### config.mk
export PLATFORM = sky130hd
export DESIGN_NAME = lzbu_ctrl
export DESIGN_NICKNAME = d
export VERILOG_FILES = /design/src/design/lzbu_pkg.sv /design/src/design/lzbu_ctrl.sv
export SDC_FILE = /design/constraint.sdc
export NUM_CORES = 1
export LEC_CHECK = 0
export BUFFER_PORTS_ARGS = -buffer_cell sky130_fd_sc_hd__buf_4
export CORE_AREA = 2 2 39 41
export CTS_CLUSTER_DIAMETER = 120
export DETAILED_ROUTE_END_ITERATION = 7
export DIE_AREA = 0 0 41 43
export PLACE_DENSITY = 0.45
export SYNTH_ARGS = -nofsm -noshare
export SYNTH_HDL_FRONTEND = slang
export SYNTH_SLANG_ARGS = --single-unit
export TNS_END_PERCENT = 5
### constraint.sdc
create_clock -name clk -period 1.4 [get_ports clk]
set_input_delay 0.28 -clock clk [delete_from_list [all_inputs] [get_ports clk]]
set_output_delay 0.28 -clock clk [all_outputs]
set_load 0.005 [all_outputs]
### src/design/lzbu_pkg.sv
`timescale 1ns / 1ps
package lzbu_pkg;

	localparam int CHUNK_BYTES = 32;
	localparam int LIMIT_W = 24;
	localparam logic [LIMIT_W-1:0] LIMIT_RESET = 24'd65536;

	localparam logic [7:0] OP_MEDIUM = 8'h80;
	localparam logic [7:0] OP_LONG = 8'hc0;
	localparam logic [7:0] OP_RUN = 8'he0;
	localparam logic [7:0] OP_FINAL = 8'hfc;

	typedef enum logic [2:0] {
		ST_RUN = 3'd0,
		ST_END = 3'd1,
		ST_FULL = 3'd2,
		ST_ERR = 3'd3,
		ST_TRUNC = 3'd4
	} status_t;

	typedef enum logic [2:0] {
		PH_OPCODE = 3'd0,
		PH_HDR1 = 3'd1,
		PH_HDR2 = 3'd2,
		PH_HDR3 = 3'd3,
		PH_LIT = 3'd4
	} phase_t;

	typedef enum logic [2:0] {
		S_IDLE,
		S_EVAL,
		S_DISP,
		S_CRD,
		S_CWR,
		S_EMID,
		S_FIN,
		S_FEMIT
	} ctrl_state_t;

	typedef struct packed {
		logic accept;
		logic eval;
		logic rd;
		logic wr;
		logic fin;
		logic emit;
		logic emit_final;
		logic done;
	} lzbu_cmd_t;

	typedef struct packed {
		logic skip;
		logic copy_busy;
		logic copy_last;
		logic chunk_fill;
		logic out_free;
		logic have_out;
	} lzbu_stat_t;

endpackage

### src/design/lzbu_ctrl.sv
`timescale 1ns / 1ps
module lzbu_ctrl import lzbu_pkg::*; (
	input logic clk,
	input logic arst_n,
	input logic in_valid,
	output logic in_ready,
	input lzbu_stat_t st,
	output lzbu_cmd_t cmd
);

	ctrl_state_t state_q, state_d;

	always_ff @(posedge clk or negedge arst_n) begin
		if (!arst_n) begin
			state_q <= S_IDLE;
		end else begin
			state_q <= state_d;
		end
	end

	always_comb begin
		state_d = state_q;
		cmd = '0;
		in_ready = 1'b0;
		case (state_q)
			S_IDLE: begin
				in_ready = 1'b1;
				if (in_valid) begin
					cmd.accept = 1'b1;
					state_d = S_EVAL;
				end
			end
			S_EVAL: begin
				cmd.eval = 1'b1;
				state_d = S_DISP;
			end
			S_DISP: begin
				if (st.skip) begin
					state_d = S_IDLE;
				end else if (st.copy_busy) begin
					state_d = S_CRD;
				end else begin
					state_d = S_FIN;
				end
			end
			S_CRD: begin
				cmd.rd = 1'b1;
				state_d = S_CWR;
			end
			S_CWR: begin
				cmd.wr = 1'b1;
				if (st.copy_last) begin
					state_d = S_FIN;
				end else if (st.chunk_fill) begin
					state_d = S_EMID;
				end else begin
					state_d = S_CRD;
				end
			end
			S_EMID: begin
				if (st.out_free) begin
					cmd.emit = 1'b1;
					state_d = S_CRD;
				end
			end
			S_FIN: begin
				cmd.fin = 1'b1;
				state_d = S_FEMIT;
			end
			S_FEMIT: begin
				if (!st.have_out) begin
					cmd.done = 1'b1;
					state_d = S_IDLE;
				end else if (st.out_free) begin
					cmd.emit = 1'b1;
					cmd.emit_final = 1'b1;
					cmd.done = 1'b1;
					state_d = S_IDLE;
				end
			end
			default: begin
				state_d = S_IDLE;
			end
		endcase
	end

endmodule

==> impl_metrics.tcl <==
set metrics [dict create \
    whs_ps 343 \
    grt_pass1_vias 320 \
    ys_ff_latch 3 \
    powerDensity_nw_per_um2 1920 \
    synth_cell_types 20 \
    largest_register_ffs 3 \
    final_layout_size_suffix_gt1_share_pct 48.5 \
    violations "setup timing" \
    crit_path_start "state_q[0]" \
    syn_nets 51 \
    worstSetupEndpointType "output pin" \
    die_h_um 43 \
    p_leak_nw 0.263 \
    antenna_found_initial 0 \
    die_w_um 41 \
    grt_pass1_wl_um 1240 \
    ios 18 \
    crit_cells 4 \
    rsz0062_at_grt "true" \
    drt_iter0_markers 6 \
    placementRows 14 \
    synth.cell_area_um2 283 \
    rr_worst_depth 4 \
    start_util_pct 20.4 \
    cts_tree "built" \
    reg2reg_from "state_q[0]" \
    hpwl_um 592 \
    finClkSkew_ps 0.482 \
    setup-violations-final 3 \
    outcome "complete, but fails checks" \
    num_vias 354 \
    clock_path_buffers 2 \
    routed_via_density 4.32 \
    hold_viol 0 \
    wl_per_cell_um 9.44 \
    period_minus_slack_ps 1530 \
    ant_nets 0 \
    ys_seq_area_share_pct 26.5 \
    finalWeightedCongestion 0.656 \
    root_buffer "clkbuf_4" \
    final-max-slew-violation-count 0 \
    clk-insertion-delay-late_ps 230 \
    num_antenna_cells 0 \
    slew_headroom_pct 87.3 \
    timing.final.crit_share_pct 109 \
    htreeDepth 1 \
    path_class "register to output pin" \
    crit_path_max_fanout 2 \
    tightest_slew_ps 190 \
    setup_ws_ps -128 \
    n_fill_cell 150 \
    fmax_mhz 654 \
    cts.sinks 3 \
    clkTransAtPathRegs_ps 30 \
    avgSynthCellArea_um2 6.73 \
    grt-ovfl-total 0 \
    hp-class "input pin to register" \
    dr.pass1.iters 2 \
    cp.buffers_inverters 2 \
    synth_area_leaders "dfrtp_1 27%, nand2_1 6.6%, a21oi_1 5.3%" \
    max_cap_violations 0 \
    reg.largest.list "state_q: 3 flops" \
    path_cells "or3_4 > inv_2 > and2_4 > buf_6" \
    dp_cells 76 \
    required_ps 1120 \
    yosysWarnings 0 \
    core_um2 1380 \
    place.port_buffers 17 \
    synth_largest_area_cell "dfrtp_1" \
    r2r_setup_slack_ps 260 \
    regMostFlops "state_q" \
    cp_top_family "simple AND/OR/NAND/NOR gates" \
    final_cells 82 \
    grt_max_degree 14 \
    peakVddDrop_mv 0.654 \
    dieArea_um2 1760 \
    nets 76 \
    synth_cells 42 \
    cp_slowest_cell "or3_4" \
    area_growth_pct 82.3 \
    netlist.area_leader.share_pct 26.5 \
    start_kind "register" \
    cts_buffers 3 \
    crit_end "cmd[7]" \
    grt_util_all_layers_pct 10.2 \
    arrival_ps 1250 \
    wl_um 774 \
    timing.rr.end "state_q[0]" \
    power_mw 0.989 \
    hold_start "in_valid" \
    drc 0 \
    max_stage_delay_ps 390 \
]
-- worst reg2reg max path, cell delays in order (launching register included) --
cell and delay [ps]:
dfrtp_1 360, or3_4 390, buf_4 140, nor2_1 70
a31oi_1 50
-- logic make-up (layout without fill, tap and decap cells) --
group,after synthesis,in the layout,share of synthesized area [%]
AO/OA/AOI/OAI,13,13,29.2
buffers and inverters,8,32,11.5
flip-flops,3,3,26.5
AND/OR/NAND/NOR,18,18,32.7
-- metal layers --
layer  global-route usage, %  vias to the layer above  part of all wire, %
li1                        -                      191                    -
met3                       0                        0                  7.9
met2                    14.7                       11                   47
met1                    13.6                      152                   45
met4                    8.00                        0                    0
met5                       0                        -                    0
-- how the worst min path moves through the flow --
stage | end | cells after the start
floorplan | state_q[0] | 0
global placement | state_q[0] | 1
detailed placement | state_q[0] | 1
CTS | state_q[0] | 3
global route | state_q[0] | 3
finish | state_q[0] | 3
-- cell type report --
| cell class | instances | area [um^2] | share of cell area (%) |
|---|---|---|---|
| sequential | 3 | 75.1 | 14.6 |
| multi-input combinational | 31 | 196 | 38.1 |
| tap | 16 | 20.0 | 3.88 |
| inverter | 6 | 22.5 | 4.37 |
| timing repair buffer | 22 | 175 | 34.0 |
| clock buffer | 4 | 26.3 | 5.10 |
-- what timing repair did --
item	CTS	global route
endpoints found under the hold margin	3	0
pin swaps	2	1
cloned	0	0
resized for setup	3	4
endpoints found under the setup margin	6	7
hold buffers	1	0
buffers inserted	1	0
-- placed cells by master, fill, tap and decap left out --
cell and instances:
and3_1 1, nor3_1 2, a21oi_2 1, or3_4 1, buf_6 2, clkbuf_1 1, buf_4 19, and2_4 1
and2_1 1, a31oi_1 1, dfrtp_1 3, a21boi_0 1, nand2_1 5, nand3_1 1, dlygate4sd3_1 1, a21oi_1 2
o21a_1 1, inv_1 4, a21o_1 1, inv_2 2, clkbuf_4 3, nor2_1 3, nor3_2 1, o211ai_1 2
o21ai_0 3, nor3b_2 1, o31a_1 1, nand3_2 1
-- Yosys cell counts --
| cell | count |
|---|---|
| a21boi_0 | 1 |
| nor3b_1 | 1 |
| a21o_1 | 1 |
| and2_1 | 2 |
| o31a_1 | 1 |
| nor2_1 | 3 |
| inv_1 | 4 |
| o21ai_0 | 3 |
| o211ai_1 | 2 |
| nand3_1 | 2 |
| o21a_1 | 1 |
| a31oi_1 | 1 |
| a21oi_1 | 3 |
| nand2_1 | 5 |
| and3_1 | 1 |
| nor3_1 | 3 |
| buf_2 | 2 |
| or3_4 | 1 |
| dfrtp_1 | 3 |
| inv_2 | 2 |
-- metrics by stage --
stage	TNS [ps]	worst slack, ps	utilization [%]	cell area [um^2]
3_5_place_dp	0	97.0	32.0	443
2_1_floorplan	0	105	-	283
4_1_cts	-264	-142	36.1	499
3_3_place_gp	0	108	32.0	443
5_1_grt	-448	-176	37.3	515
6_report	-190	-128	37.3	515
-- power by group --
| group | total, mW | internal [mW] | switching [mW] | leakage [nW] |
|---|---|---|---|---|
| Clock | 0.147 | 0.107 | 0.0401 | 0.0150 |
| Sequential | 0.164 | 0.135 | 0.0287 | 0.0349 |
| Combinational | 0.679 | 0.355 | 0.323 | 0.213 |
Power figures use the tool's default switching activity.
